**src/rtl/core/md5d_pkg.sv**
```systemverilog
// Package with the MD5 constants, round helpers and the control state type.
package md5d_pkg;

  // Initial chaining words A, B, C and D.
  localparam logic [31:0] ChainInit [4] = '{
    32'h67452301, 32'hefcdab89, 32'h98badcfe, 32'h10325476
  };

  // Byte appended after the last message byte.
  localparam logic [7:0] PadByte = 8'h80;

  // Bytes in one full message word.
  localparam logic [2:0] FullBytes = 3'd4;

  // Additive constants, one per round.
  localparam logic [31:0] RoundConst [64] = '{
    32'hd76aa478, 32'he8c7b756, 32'h242070db, 32'hc1bdceee,
    32'hf57c0faf, 32'h4787c62a, 32'ha8304613, 32'hfd469501,
    32'h698098d8, 32'h8b44f7af, 32'hffff5bb1, 32'h895cd7be,
    32'h6b901122, 32'hfd987193, 32'ha679438e, 32'h49b40821,
    32'hf61e2562, 32'hc040b340, 32'h265e5a51, 32'he9b6c7aa,
    32'hd62f105d, 32'h02441453, 32'hd8a1e681, 32'he7d3fbc8,
    32'h21e1cde6, 32'hc33707d6, 32'hf4d50d87, 32'h455a14ed,
    32'ha9e3e905, 32'hfcefa3f8, 32'h676f02d9, 32'h8d2a4c8a,
    32'hfffa3942, 32'h8771f681, 32'h6d9d6122, 32'hfde5380c,
    32'ha4beea44, 32'h4bdecfa9, 32'hf6bb4b60, 32'hbebfbc70,
    32'h289b7ec6, 32'heaa127fa, 32'hd4ef3085, 32'h04881d05,
    32'hd9d4d039, 32'he6db99e5, 32'h1fa27cf8, 32'hc4ac5665,
    32'hf4292244, 32'h432aff97, 32'hab9423a7, 32'hfc93a039,
    32'h655b59c3, 32'h8f0ccc92, 32'hffeff47d, 32'h85845dd1,
    32'h6fa87e4f, 32'hfe2ce6e0, 32'ha3014314, 32'h4e0811a1,
    32'hf7537e82, 32'hbd3af235, 32'h2ad7d2bb, 32'heb86d391
  };

  // Left rotate amounts, indexed by round group and round modulo four.
  localparam logic [4:0] RotAmount [16] = '{
    5'd7, 5'd12, 5'd17, 5'd22, 5'd5, 5'd9, 5'd14, 5'd20,
    5'd4, 5'd11, 5'd16, 5'd23, 5'd6, 5'd10, 5'd15, 5'd21
  };

  // Control states of the digest engine.
  typedef enum logic [2:0] {
    S_IDLE,
    S_PAD,
    S_PREF,
    S_ROUND,
    S_ADD,
    S_OUT
  } md5d_state_t;

  // Message word index used by a given round.
  function automatic logic [3:0] msg_index(input logic [5:0] rnd);
    logic [3:0] lo;
    logic [3:0] idx;
    lo = rnd[3:0];
    unique case (rnd[5:4])
      2'd0:    idx = lo;
      2'd1:    idx = lo * 4'd5 + 4'd1;
      2'd2:    idx = lo * 4'd3 + 4'd5;
      default: idx = lo * 4'd7;
    endcase
    return idx;
  endfunction

  // 32-bit left rotate.
  function automatic logic [31:0] rotl32(input logic [31:0] v, input logic [4:0] s);
    logic [63:0] x;
    x = {v, v} << s;
    return x[63:32];
  endfunction

endpackage

```
**src/rtl/core/md5d_if.sv**
```systemverilog
// Handshake interfaces for the message word channel and the digest channel.
interface md5d_in_if;
  logic        valid;
  logic        ready;
  logic [31:0] data_word;
  logic [2:0]  byte_count;
  logic        last_word;

  modport source (output valid, data_word, byte_count, last_word, input ready);
  modport sink   (input valid, data_word, byte_count, last_word, output ready);
endinterface

interface md5d_out_if;
  logic        valid;
  logic        ready;
  logic [31:0] digest_word;
  logic        digest_last;

  modport source (output valid, digest_word, digest_last, input ready);
  modport sink   (input valid, digest_word, digest_last, output ready);
endinterface

```
**src/rtl/core/md5_digest_unit.sv**
```systemverilog
// A message word is taken in the idle state; each full 64-byte block then runs one buffer
// prefetch, 64 rounds and one chaining add with input held, the rounds in a
// one-round-per-cycle compression loop reading the block buffer memory.
// A last word adds its padding words, one or two compressions, then four items.
// Synchronous reset loads the chaining words and clears position and length, not the buffer.
module md5_digest_unit (
  input  logic            clk,
  input  logic            rst_n,
  md5d_in_if.sink         in_ch,
  md5d_out_if.source      out_ch
);
  import md5d_pkg::*;

  md5d_state_t state_r, state_nxt;
  logic [3:0]  pos_r, pos_nxt;
  logic [63:0] len_r, len_nxt;
  logic [5:0]  round_r, round_nxt;
  logic [1:0]  out_idx_r, out_idx_nxt;
  logic        pad_active_r, pad_active_nxt;
  logic        first_r, first_nxt;
  logic        lenok_r, lenok_nxt;
  logic        final_r, final_nxt;
  logic [31:0] pad_word_r, pad_word_nxt;
  logic [31:0] chain_r [4];
  logic [31:0] chain_nxt [4];
  logic [31:0] a_r, b_r, c_r, d_r;
  logic [31:0] a_nxt, b_nxt, c_nxt, d_nxt;

  // Block buffer memory and its ports.
  logic [31:0] buf_mem [16];
  logic [31:0] rd_data_r;
  logic [3:0]  rd_addr;
  logic        wr_en;
  logic [31:0] wr_data;

  // Round datapath signals.
  logic [31:0] f_val;
  logic [31:0] t_val;
  logic [31:0] new_b;
  logic [63:0] bit_len;
  logic [2:0]  cnt;
  logic [31:0] last_pad;
  logic        in_fire;
  logic        out_fire;

  assign in_fire  = in_ch.valid && in_ch.ready;
  assign out_fire = out_ch.valid && out_ch.ready;
  assign bit_len  = {len_r[60:0], 3'b000};

  // Clamp the byte count and build the word that carries the pad byte.
  always_comb begin
    cnt = (in_ch.byte_count > FullBytes) ? FullBytes : in_ch.byte_count;
    unique case (cnt)
      3'd1:    last_pad = {16'h0000, PadByte, in_ch.data_word[7:0]};
      3'd2:    last_pad = {8'h00, PadByte, in_ch.data_word[15:0]};
      3'd3:    last_pad = {PadByte, in_ch.data_word[23:0]};
      default: last_pad = {24'h000000, PadByte};
    endcase
  end

  // One MD5 round on the working words.
  always_comb begin
    unique case (round_r[5:4])
      2'd0:    f_val = (b_r & c_r) | (~b_r & d_r);
      2'd1:    f_val = (b_r & d_r) | (c_r & ~d_r);
      2'd2:    f_val = b_r ^ c_r ^ d_r;
      default: f_val = c_r ^ (b_r | ~d_r);
    endcase
    t_val = a_r + f_val + rd_data_r + RoundConst[round_r];
    new_b = b_r + rotl32(t_val, RotAmount[{round_r[5:4], round_r[1:0]}]);
  end

  // Next state, buffer writes and handshake outputs.
  always_comb begin
    state_nxt      = state_r;
    pos_nxt        = pos_r;
    len_nxt        = len_r;
    round_nxt      = round_r;
    out_idx_nxt    = out_idx_r;
    pad_active_nxt = pad_active_r;
    first_nxt      = first_r;
    lenok_nxt      = lenok_r;
    final_nxt      = final_r;
    pad_word_nxt   = pad_word_r;
    chain_nxt      = chain_r;
    a_nxt          = a_r;
    b_nxt          = b_r;
    c_nxt          = c_r;
    d_nxt          = d_r;
    wr_en          = 1'b0;
    wr_data        = in_ch.data_word;
    rd_addr        = 4'd0;

    in_ch.ready         = (state_r == S_IDLE);
    out_ch.valid        = (state_r == S_OUT);
    out_ch.digest_word  = chain_r[out_idx_r];
    out_ch.digest_last  = (out_idx_r == 2'd3);

    unique case (state_r)
      S_IDLE: begin
        if (in_fire) begin
          if (!in_ch.last_word) begin
            wr_en   = 1'b1;
            pos_nxt = pos_r + 4'd1;
            len_nxt = len_r + 64'd4;
            if (pos_r == 4'd15) begin
              state_nxt = S_PREF;
            end
          end else begin
            len_nxt        = len_r + 64'(cnt);
            pad_active_nxt = 1'b1;
            first_nxt      = 1'b1;
            lenok_nxt      = 1'b0;
            final_nxt      = 1'b0;
            pad_word_nxt   = last_pad;
            state_nxt      = S_PAD;
            // A full last word is stored whole; the pad byte starts the next word.
            if (cnt == FullBytes) begin
              wr_en   = 1'b1;
              pos_nxt = pos_r + 4'd1;
              if (pos_r == 4'd15) begin
                state_nxt = S_PREF;
              end
            end
          end
        end
      end
      S_PAD: begin
        // Push the pad word, then zeros, then the bit length at the last two slots.
        wr_en   = 1'b1;
        pos_nxt = pos_r + 4'd1;
        if (first_r) begin
          wr_data   = pad_word_r;
          first_nxt = 1'b0;
          lenok_nxt = (pos_r != 4'd14);
        end else if (lenok_r && pos_r == 4'd14) begin
          wr_data = bit_len[31:0];
        end else if (lenok_r && pos_r == 4'd15) begin
          wr_data   = bit_len[63:32];
          final_nxt = 1'b1;
        end else begin
          wr_data = 32'h0000_0000;
          if (pos_r == 4'd15) begin
            lenok_nxt = 1'b1;
          end
        end
        if (pos_r == 4'd15) begin
          state_nxt = S_PREF;
        end
      end
      S_PREF: begin
        // Fetch the first message word while loading the working words.
        rd_addr   = msg_index(6'd0);
        round_nxt = 6'd0;
        a_nxt     = chain_r[0];
        b_nxt     = chain_r[1];
        c_nxt     = chain_r[2];
        d_nxt     = chain_r[3];
        state_nxt = S_ROUND;
      end
      S_ROUND: begin
        rd_addr   = msg_index(round_r + 6'd1);
        a_nxt     = d_r;
        d_nxt     = c_r;
        c_nxt     = b_r;
        b_nxt     = new_b;
        round_nxt = round_r + 6'd1;
        if (round_r == 6'd63) begin
          state_nxt = S_ADD;
        end
      end
      S_ADD: begin
        chain_nxt[0] = chain_r[0] + a_r;
        chain_nxt[1] = chain_r[1] + b_r;
        chain_nxt[2] = chain_r[2] + c_r;
        chain_nxt[3] = chain_r[3] + d_r;
        priority if (final_r) begin
          out_idx_nxt = 2'd0;
          state_nxt   = S_OUT;
        end else if (pad_active_r) begin
          state_nxt = S_PAD;
        end else begin
          state_nxt = S_IDLE;
        end
      end
      S_OUT: begin
        if (out_fire) begin
          out_idx_nxt = out_idx_r + 2'd1;
          if (out_idx_r == 2'd3) begin
            chain_nxt      = ChainInit;
            pos_nxt        = 4'd0;
            len_nxt        = 64'd0;
            pad_active_nxt = 1'b0;
            first_nxt      = 1'b0;
            lenok_nxt      = 1'b0;
            final_nxt      = 1'b0;
            state_nxt      = S_IDLE;
          end
        end
      end
      default: begin
        state_nxt = S_IDLE;
      end
    endcase
  end

  // State register.
  always_ff @(posedge clk) begin
    if (!rst_n) begin
      state_r <= S_IDLE;
    end else begin
      state_r <= state_nxt;
    end
  end

  // Control and chaining registers.
  always_ff @(posedge clk) begin
    if (!rst_n) begin
      pos_r        <= 4'd0;
      len_r        <= 64'd0;
      round_r      <= 6'd0;
      out_idx_r    <= 2'd0;
      pad_active_r <= 1'b0;
      first_r      <= 1'b0;
      lenok_r      <= 1'b0;
      final_r      <= 1'b0;
      chain_r      <= ChainInit;
    end else begin
      pos_r        <= pos_nxt;
      len_r        <= len_nxt;
      round_r      <= round_nxt;
      out_idx_r    <= out_idx_nxt;
      pad_active_r <= pad_active_nxt;
      first_r      <= first_nxt;
      lenok_r      <= lenok_nxt;
      final_r      <= final_nxt;
      chain_r      <= chain_nxt;
    end
  end

  // Working words and the held pad word.
  always_ff @(posedge clk) begin
    a_r        <= a_nxt;
    b_r        <= b_nxt;
    c_r        <= c_nxt;
    d_r        <= d_nxt;
    pad_word_r <= pad_word_nxt;
  end

  // Block buffer: one write port, one registered read port.
  always_ff @(posedge clk) begin
    if (wr_en) begin
      buf_mem[pos_r] <= wr_data;
    end
    rd_data_r <= buf_mem[rd_addr];
  end

  // A compression only starts on a block boundary.
  assert property (@(posedge clk) disable iff (!rst_n)
    state_r == S_PREF |-> pos_r == 4'd0)
    else $error("compression started off a block boundary");

  // The last round is followed by the chaining add.
  assert property (@(posedge clk) disable iff (!rst_n)
    state_r == S_ROUND && round_r == 6'd63 |=> state_r == S_ADD)
    else $error("round loop did not end in the chaining add");

  // Input and output never handshake together.
  assert property (@(posedge clk) disable iff (!rst_n)
    !(in_ch.ready && out_ch.valid))
    else $error("input taken while a digest item is pending");

  // After the fourth digest item the engine is re-initialized.
  assert property (@(posedge clk) disable iff (!rst_n)
    out_fire && out_idx_r == 2'd3 |=>
      pos_r == 4'd0 && len_r == 64'd0 && chain_r[0] == ChainInit[0]
      && state_r == S_IDLE)
    else $error("engine not re-initialized after the digest");

endmodule

```
**src/flat_wrapper.sv**
```systemverilog
// flat-port wrapper written by rule: the top's interface ports become plain ports
module md5_digest_unit_flat import md5d_pkg::*;
  (clk, rst_n, in_ch_valid, in_ch_data_word, in_ch_byte_count, in_ch_last_word, in_ch_ready, out_ch_valid, out_ch_digest_word, out_ch_digest_last, out_ch_ready);
  md5d_in_if in_ch_i ();
  md5d_out_if out_ch_i ();
  input  logic clk;
  input  logic rst_n;
  input wire logic [$bits(in_ch_i.valid)-1:0] in_ch_valid;
  input wire logic [$bits(in_ch_i.data_word)-1:0] in_ch_data_word;
  input wire logic [$bits(in_ch_i.byte_count)-1:0] in_ch_byte_count;
  input wire logic [$bits(in_ch_i.last_word)-1:0] in_ch_last_word;
  output wire logic [$bits(in_ch_i.ready)-1:0] in_ch_ready;
  output wire logic [$bits(out_ch_i.valid)-1:0] out_ch_valid;
  output wire logic [$bits(out_ch_i.digest_word)-1:0] out_ch_digest_word;
  output wire logic [$bits(out_ch_i.digest_last)-1:0] out_ch_digest_last;
  input wire logic [$bits(out_ch_i.ready)-1:0] out_ch_ready;
  assign in_ch_i.valid = in_ch_valid;
  assign in_ch_i.data_word = in_ch_data_word;
  assign in_ch_i.byte_count = in_ch_byte_count;
  assign in_ch_i.last_word = in_ch_last_word;
  assign in_ch_ready = in_ch_i.ready;
  assign out_ch_valid = out_ch_i.valid;
  assign out_ch_digest_word = out_ch_i.digest_word;
  assign out_ch_digest_last = out_ch_i.digest_last;
  assign out_ch_i.ready = out_ch_ready;
  md5_digest_unit u_core (.clk(clk), .rst_n(rst_n), .in_ch(in_ch_i), .out_ch(out_ch_i));
endmodule
```
**config.mk**
```make
export PLATFORM = sky130hd
export DESIGN_NAME = md5_digest_unit_flat
export DESIGN_NICKNAME = d
export VERILOG_FILES = /design/src/rtl/core/md5d_pkg.sv /design/src/rtl/core/md5d_if.sv /design/src/rtl/core/md5_digest_unit.sv /design/src/flat_wrapper.sv
export SDC_FILE = /design/constraint.sdc
export NUM_CORES = 2
export LEC_CHECK = 0
export ABC_AREA = 1
export BUFFER_PORTS_ARGS = -buffer_cell sky130_fd_sc_hd__buf_2
export CELL_PAD_IN_SITES_DETAIL_PLACEMENT = 1
export CELL_PAD_IN_SITES_GLOBAL_PLACEMENT = 2
export CORE_ASPECT_RATIO = 1.1
export CORE_MARGIN = 2
export CORE_UTILIZATION = 43
export DETAILED_ROUTE_END_ITERATION = 7
export PLACE_DENSITY_LB_ADDON = 0.1
export SYNTH_ARGS = -nofsm -noshare
export SYNTH_HDL_FRONTEND = slang
export SYNTH_SLANG_ARGS = --single-unit
```
**constraint.sdc**
```tcl
create_clock -name clk -period 14.78 [get_ports clk]
set_input_delay 1.478 -clock clk [delete_from_list [all_inputs] [get_ports clk]]
set_output_delay 1.478 -clock clk [all_outputs]
set_load 0.03 [all_outputs]
```
# Word-level counts from Yosys, hierarchy flattened
# Memories as Yosys holds them, arrays and structs flattened. A register that Yosys moved wholly into a read port is not among the register bits.
# Index checks and enable logic that the tools add are counted.
# word_totals
inputBits	40
n_memories	3
ramBits	512
elab_cells	183
output_inout_bits	35
reg_bits	371
rom_bits	2128
# op_classes
n_mux	72
magnitude_cmp	4
shifts	1
addsub	15
multipliers	3
n_eq_ne	31
n_reduce_logical	21
bitwise	15
# memory_table
memory	words	width	read_ports	rd_ports_with_merged_regs	wr	line	source
(no name shown)	64	32	1	0	0	md5_digest_unit.sv:69	t_val = a_r + f_val + rd_data_r + RoundConst[round_r];
u_core.buf_mem	16	32	1	1	1	md5_digest_unit.sv:30	logic [31:0] buf_mem [16];
(no name shown)	16	5	1	0	0	md5_digest_unit.sv:70	new_b = b_r + rotl32(t_val, RotAmount[{round_r[5:4], round_r[1:0]}]);
# op_table
op	count
$add A32 B32 Y32	8
$mux W128	2
$mux W32	8
$mux W64	4
$pmux W128 S2	1
$pmux W32 S2	4
$pmux W32 S3	2
$and A32 B32 Y32	4
$pmux W64 S2	1
$or A32 B32 Y32	3
$xor A32 B32 Y32	3
$add A64 B3 Y64	1
$add A64 B3 Y64 const B	1
$bmux W32 S2	1
$not A32 Y32	2
$shl A64 B5 Y64	1
$mux W3	9
$mux W4	6
$pmux W4 S3	2
$mux W1	19
$pmux W3 S6	1
$reduce_and A8 Y1	2
$reduce_and A5 Y1	3
$eq A3 B2 Y1 const B	4
other kinds (38)	70

# Longest topological paths before layout
# depth
ltp_word	10
depth_mapped	50
mapped_depth_nobuf	48

# Worst setup path before layout
# OpenSTA, ideal clock, no wires.
# synth_timing
path_kind	register to register
from	reg u_core.state_r[1]
to	reg u_core.rd_data_r[13], read port of u_core.buf_mem
path_buffers	2
synth_period_minus_slack_ps	8067
t_arrival_ps	7943
setup_ps	123
path_slack_ps	6713
stages_incl_launch_ff	12
t_required_ps	14657
path_cell_list	dfxtp_1 -> inv_1 -> nor2_1 -> inv_2 -> nor2_4 -> o31ai_1 -> a21oi_2 -> clkbuf_1 -> clkbuf_1 -> o22ai_1 -> o221ai_1 -> o21ai_1
# synth_between
elab_chain_cells	2
# synth_rtl
item	line	source
from (decl)	md5_digest_unit.sv:14	md5d_state_t state_r, state_nxt;
from (signal assigned)	md5_digest_unit.sv:212	state_r <= state_nxt;
$eq A3 B2 Y1	md5_digest_unit.sv:99	unique case (state_r)
$mux W4	md5_digest_unit.sv:99	
to (decl)	md5_digest_unit.sv:31	logic [31:0] rd_data_r;
# No other way between the ends.
# A chain may end at the register's enable or synchronous reset.

# Final worst setup path
# layout_timing
from	reg u_core.round_r[0]
to	reg u_core.b_r[30], data pin
# layout_between
elab_chain_cells	8
elab_cells_between_ends	12
cone_classes	add/sub: 2; shift: 1; mux: 5; bitwise: 2; memory: 2
# layout_rtl
item	line	source
from (decl)	md5_digest_unit.sv:17	logic [5:0] round_r, round_nxt;
from (signal assigned)	md5_digest_unit.sv:231	round_r <= round_nxt;
$not A6 Y7 (implied by the code)	md5_digest_unit.sv:69	
$mem_v2 Z64 W32	--	
$mux W32 (implied by the code) (2 in a row)	md5_digest_unit.sv:69	
$add A32 B32 Y32	md5_digest_unit.sv:69	
$shl A64 B5 Y64 (*)	md5d_pkg.sv:68	x = {v, v} << s;
$add A32 B32 Y32 (*)	md5_digest_unit.sv:70	
$pmux W32 S2 (*)	md5_digest_unit.sv:99	
net u_core.b_nxt[30]	md5_digest_unit.sv:27	logic [31:0] a_nxt, b_nxt, c_nxt, d_nxt;
to (signal assigned)	md5_digest_unit.sv:244	b_r <= b_nxt;
to (decl)	md5_digest_unit.sv:26	logic [31:0] a_r, b_r, c_r, d_r;
# The timed path passes the listed nets; every way through them passes the cells marked *. The select of a mux whose other input is x is not followed.

==> qor.txt <==
PLACEMENT
--------------------------------------------------------------------------------
Total of buffers placed on input and output ports                             74
Placed Cells incl. Taps                                                     8448
Instance area at placement                                            58020 um^2
RD Place Congestion                                                       0.9702
Detail Placement HPWL                                                  173400 um

CLOCKING
--------------------------------------------------------------------------------
Number of H-tree levels                                                        3
Number of instances resized during post-cts repair                             0
Sink count of the clock tree                                                 905
Clock-pin slew on the worst setup and hold paths                           70 ps
Total clock buffers created by CTS                                            99
CTS Root Buffer Type                                                sky130_fd_sc_hd__clkbuf_16
Number of buffers added to fix hold violations after cts                       0
Post-CTS setup-driven buffer insertion count                                   0
Clock latency reported for the late side of the worst-skew pair           750 ps
Clock tree from TritonCTS                                                  built
Clk buf depth                                                                  3

ROUTING
--------------------------------------------------------------------------------
DRT antenna net count                                                          0
Routed vias                                                                52150
DR vias/cell                                                               6.040
Drt first-iter violations                                                   4146
DRC                                                                            0
Routed wire length                                                     239400 um
Detailed-route wire length per cell                                     27.72 um
Detailed-routing iteration count for the pre-antenna-repair pass               6

GLOBAL ROUTING
--------------------------------------------------------------------------------
Number of global-route vias before repair                                  53220
Number of antenna violations at the first check in global routing              4
All-Layer GR Usage                                                        0.3552
Total overflow reported by the global router                                   0
Wire length of the first global-routing pass                           351100 um
Pin count of the biggest net entering global routing                         131

SYNTHESIS
--------------------------------------------------------------------------------
Most area-consuming cells after synthesis                           sky130_fd_sc_hd__edfxtp_1 (36%), sky130_fd_sc_hd__dfxtp_1 (8.6%), sky130_fd_sc_hd__nand2_1 (8.1%)
Synthesis warning total                                                        0
Share of the yosys chip area belonging to registers                       0.4449
Unique cell type count in the Yosys netlist                                   68
Cell area after synthesis                                             55680 um^2
Synth top area share                                                      0.3586
Async SR Flop Fraction                                                         0
Synth Register Bits                                                          905
Synthesized instance count                                                  6886
Syn Nets                                                                    7217
Count of flip-flops with a built-in enable after synthesis                   665
Predominant post-synthesis flop cell                                sky130_fd_sc_hd__edfxtp_1
Synth area leader                                                   sky130_fd_sc_hd__edfxtp_1
Synthesized area divided by synthesized cell count                    8.086 um^2

FINISH
--------------------------------------------------------------------------------
Layout Cell Area excl Fill                                            61420 um^2
Area delta synth->final                                                   10.30%
Share of post-route cells with drive strength above 1                    0.06716
Fill cell instance count of the final layout                               15410
Nets                                                                        7200
Final Instance Count excl. Fillers                                          8635

POWER
--------------------------------------------------------------------------------
Static leakage                                                        0.02416 uW
Power per cell area                                                 113.4 nW/um^2
Worst supply voltage drop on vdd                                       0.1175 mV

DIE
--------------------------------------------------------------------------------
Number of rows created at floorplan                                          138
Vertical extent of the die                                              381.4 um
Die X                                                                   347.1 um
Initial cell density of the core                                          0.4329
Top-level I/O count                                                           75
Die area                                                             132400 um^2
Standard cell core area                                              128600 um^2

STA
--------------------------------------------------------------------------------
Slew at the pin closest to its max-slew limit                            1388 ps
Slew headroom                                                            0.07490
RSZ-0062 raised after global routing                                          no
Part of the cycle the worst path needs                                    0.6589
Upper clock frequency limit                                           0.1027 GHz
WHS                                                                     449.1 ps
Final setup fails                                                              0
Post-Route Setup TNS                                                        0 ps
Number of hold violations in the final report                                  0
Min Clock Period, post-route                                             9739 ps
Number of max-slew violations in the final report                              0
Largest clock skew in the final design                                  78.05 ps

SETUP PATH
--------------------------------------------------------------------------------
Arr. time, crit path                                                    10160 ps
Required time at the endpoint of the critical path                      15200 ps
Crit Path Class                                                          reg2reg
Cell with the biggest individual delay on the critical path         sky130_fd_sc_hd__dfxtp_1
Slowest cell delay on critical path                                       740 ps
Worst-path fanout max                                                         16
Most Frequent Cell on Critical Path                                 sky130_fd_sc_hd__nand2_1
Kind of start point of the critical path                                    flop
Critical Path Sink Type                                                     flop

OUTCOME
--------------------------------------------------------------------------------
Run status                                                          finished, final reports clean

FLOW RUN
--------------------------------------------------------------------------------
Max-cap violation count                                                        0

HOLD PATH
--------------------------------------------------------------------------------
Type of the worst min-delay path                                         reg2reg

## registers in the layout (all words and copies together), names as in the netlist, 2 cells and up
register,cells
u_core.c_r,32
u_core.pad_word_r,25
u_core.state_r,3
u_core.chain_r,128
u_core.buf_mem,512
u_core.round_r,6
u_core.len_r,61
u_core.rd_data_r,32
u_core.pos_r,4
u_core.b_r,32
u_core.a_r,32
u_core.out_idx_r,2
u_core.d_r,32
## metal layers
metal	vias up	share of wire	routed length [um]	global-route usage
li1	23870	-	-	-
met4	2	0.063	15060	0.2027
met3	511	0.052	12560	0.04710
met2	1635	0.49	116300	0.6120
met1	26130	0.40	95420	0.4264
met5	-	0.000054	13	0
## cell type report
cell class	count	area, um^2	share of cell area
Tap cell	1680	2102	0.03422
Multi-Input combinational cell	4975	27270	0.4440
Clock inverter	46	634.4	0.01033
Timing Repair Buffer	185	1216	0.01980
Antenna cell	1	2.502	0.00004074
Clock buffer	140	2763	0.04498
Sequential cell	905	24780	0.4034
Inverter	703	2651	0.04317
## stage by stage
| stage | total power (uW) | setup WS, ps | util |
|---|---|---|---|
| after floorplan | 3853 | 6714 | - |
| after global placement | 4357 | 5419 | 0.4510 |
| after detailed placement | 4380 | 5256 | 0.4510 |
| after CTS | 6990 | 5208 | 0.4774 |
| after global routing | 7242 | 4341 | 0.4774 |
| final | 6965 | 5041 | 0.4775 |
## synthesized netlist by cell type (3+ instances only)
| cell | n |
|---|---|
| sky130_fd_sc_hd__o21ai_0 | 622 |
| sky130_fd_sc_hd__o311ai_0 | 3 |
| sky130_fd_sc_hd__a221oi_1 | 8 |
| sky130_fd_sc_hd__buf_1 | 24 |
| sky130_fd_sc_hd__a211oi_1 | 10 |
| sky130_fd_sc_hd__nand2_2 | 9 |
| sky130_fd_sc_hd__o31ai_1 | 6 |
| sky130_fd_sc_hd__clkinv_1 | 3 |
| sky130_fd_sc_hd__o2111ai_1 | 7 |
| sky130_fd_sc_hd__o21ai_1 | 85 |
| sky130_fd_sc_hd__a21o_1 | 25 |
| sky130_fd_sc_hd__a22oi_1 | 6 |
| sky130_fd_sc_hd__inv_1 | 680 |
| sky130_fd_sc_hd__ha_1 | 223 |
| sky130_fd_sc_hd__buf_4 | 7 |
| sky130_fd_sc_hd__dfxtp_1 | 240 |
| sky130_fd_sc_hd__xor2_1 | 54 |
| sky130_fd_sc_hd__mux2i_1 | 52 |
| sky130_fd_sc_hd__nor2_1 | 838 |
| sky130_fd_sc_hd__nand4_1 | 49 |
| sky130_fd_sc_hd__inv_2 | 20 |
| sky130_fd_sc_hd__fa_1 | 68 |
| sky130_fd_sc_hd__nand2_1 | 1209 |
| sky130_fd_sc_hd__a31oi_1 | 27 |
| sky130_fd_sc_hd__nand3_1 | 450 |
| sky130_fd_sc_hd__a21oi_1 | 631 |
| sky130_fd_sc_hd__o22ai_1 | 102 |
| sky130_fd_sc_hd__o221ai_1 | 49 |
| sky130_fd_sc_hd__clkbuf_1 | 223 |
| sky130_fd_sc_hd__nor4_1 | 38 |
| sky130_fd_sc_hd__o21bai_1 | 16 |
| sky130_fd_sc_hd__o21a_1 | 21 |
| sky130_fd_sc_hd__nor3_1 | 124 |
| sky130_fd_sc_hd__or2_2 | 35 |
| sky130_fd_sc_hd__a21boi_0 | 5 |
| sky130_fd_sc_hd__o32ai_1 | 72 |
| sky130_fd_sc_hd__edfxtp_1 | 665 |
| sky130_fd_sc_hd__nand3b_1 | 9 |
| sky130_fd_sc_hd__nor2_4 | 9 |
| sky130_fd_sc_hd__o211ai_1 | 50 |
| sky130_fd_sc_hd__buf_2 | 47 |
| sky130_fd_sc_hd__nor2_2 | 4 |
| sky130_fd_sc_hd__xnor2_1 | 28 |
## report_power, final
group | leakage [uW] | internal, uW | switching [uW]
logic | 0.0145 | 452 | 1040
registers | 0.00796 | 2810 | 45.1
clock network | 0.00166 | 1510 | 1110
## placed cells by master, fill, tap and decap left out, types with 16 or more instances in the layout
cell | Yosys | routed
sky130_fd_sc_hd__ha_1 | 223 | 223
sky130_fd_sc_hd__inv_2 | 20 | 22
sky130_fd_sc_hd__o21ai_0 | 622 | 609
sky130_fd_sc_hd__a31oi_1 | 27 | 27
sky130_fd_sc_hd__xor2_1 | 54 | 54
sky130_fd_sc_hd__inv_1 | 680 | 678
sky130_fd_sc_hd__fa_1 | 68 | 68
sky130_fd_sc_hd__o211ai_1 | 50 | 50
sky130_fd_sc_hd__nand2_1 | 1209 | 1207
sky130_fd_sc_hd__dfxtp_1 | 240 | 237
sky130_fd_sc_hd__o22ai_1 | 102 | 102
sky130_fd_sc_hd__o32ai_1 | 72 | 72
sky130_fd_sc_hd__clkbuf_16 | 0 | 100
sky130_fd_sc_hd__o221ai_1 | 49 | 48
sky130_fd_sc_hd__buf_4 | 7 | 110
sky130_fd_sc_hd__a21o_1 | 25 | 25
sky130_fd_sc_hd__nor3_1 | 124 | 124
sky130_fd_sc_hd__nor2_1 | 838 | 815
sky130_fd_sc_hd__xnor2_1 | 28 | 28
sky130_fd_sc_hd__nor4_1 | 38 | 38
sky130_fd_sc_hd__o21bai_1 | 16 | 16
sky130_fd_sc_hd__nand4_1 | 49 | 49
sky130_fd_sc_hd__buf_2 | 47 | 74
sky130_fd_sc_hd__o21a_1 | 21 | 21
sky130_fd_sc_hd__clkinv_2 | 0 | 20
sky130_fd_sc_hd__clkbuf_1 | 223 | 29
sky130_fd_sc_hd__nor2_4 | 9 | 29
sky130_fd_sc_hd__mux2i_1 | 52 | 52
sky130_fd_sc_hd__or2_2 | 35 | 35
sky130_fd_sc_hd__o21ai_1 | 85 | 93
sky130_fd_sc_hd__nand3_1 | 450 | 449
sky130_fd_sc_hd__a21oi_1 | 631 | 631
sky130_fd_sc_hd__edfxtp_1 | 665 | 665
## worst max-delay path: cells and delay by family, from the launching register on
kind	cells	cell delay [ps]
adders and majority gates	6	2570
buffers and inverters	5	1010
xor gates and xnor gates	2	400
DFF	1	740
and+or+nand+nor	18	2810
AOI/OAI and AO/OA	8	1900
## cells by family after synthesis
group	Yosys count	synth area share
buffers and inverters	1006	0.06961
DFF	905	0.4449
and+or+nand+nor	2785	0.2098
muxes	52	0.009347
xor gates and xnor gates	83	0.01319
adders and majority gates	291	0.07456
AOI/OAI and AO/OA	1764	0.1786
## worst paths after layout
check	from	cells past startpoint	slack (ps)	end
setup / recovery	u_core.round_r[0]	39	5040	u_core.b_r[30]
hold / removal	u_core.pad_active_r	2	450	u_core.pad_active_r
setup reg to reg	u_core.round_r[0]	39	5040	u_core.b_r[30]
hold reg to reg	u_core.pad_active_r	2	450	u_core.pad_active_r
Power figures use the tool's default switching activity.
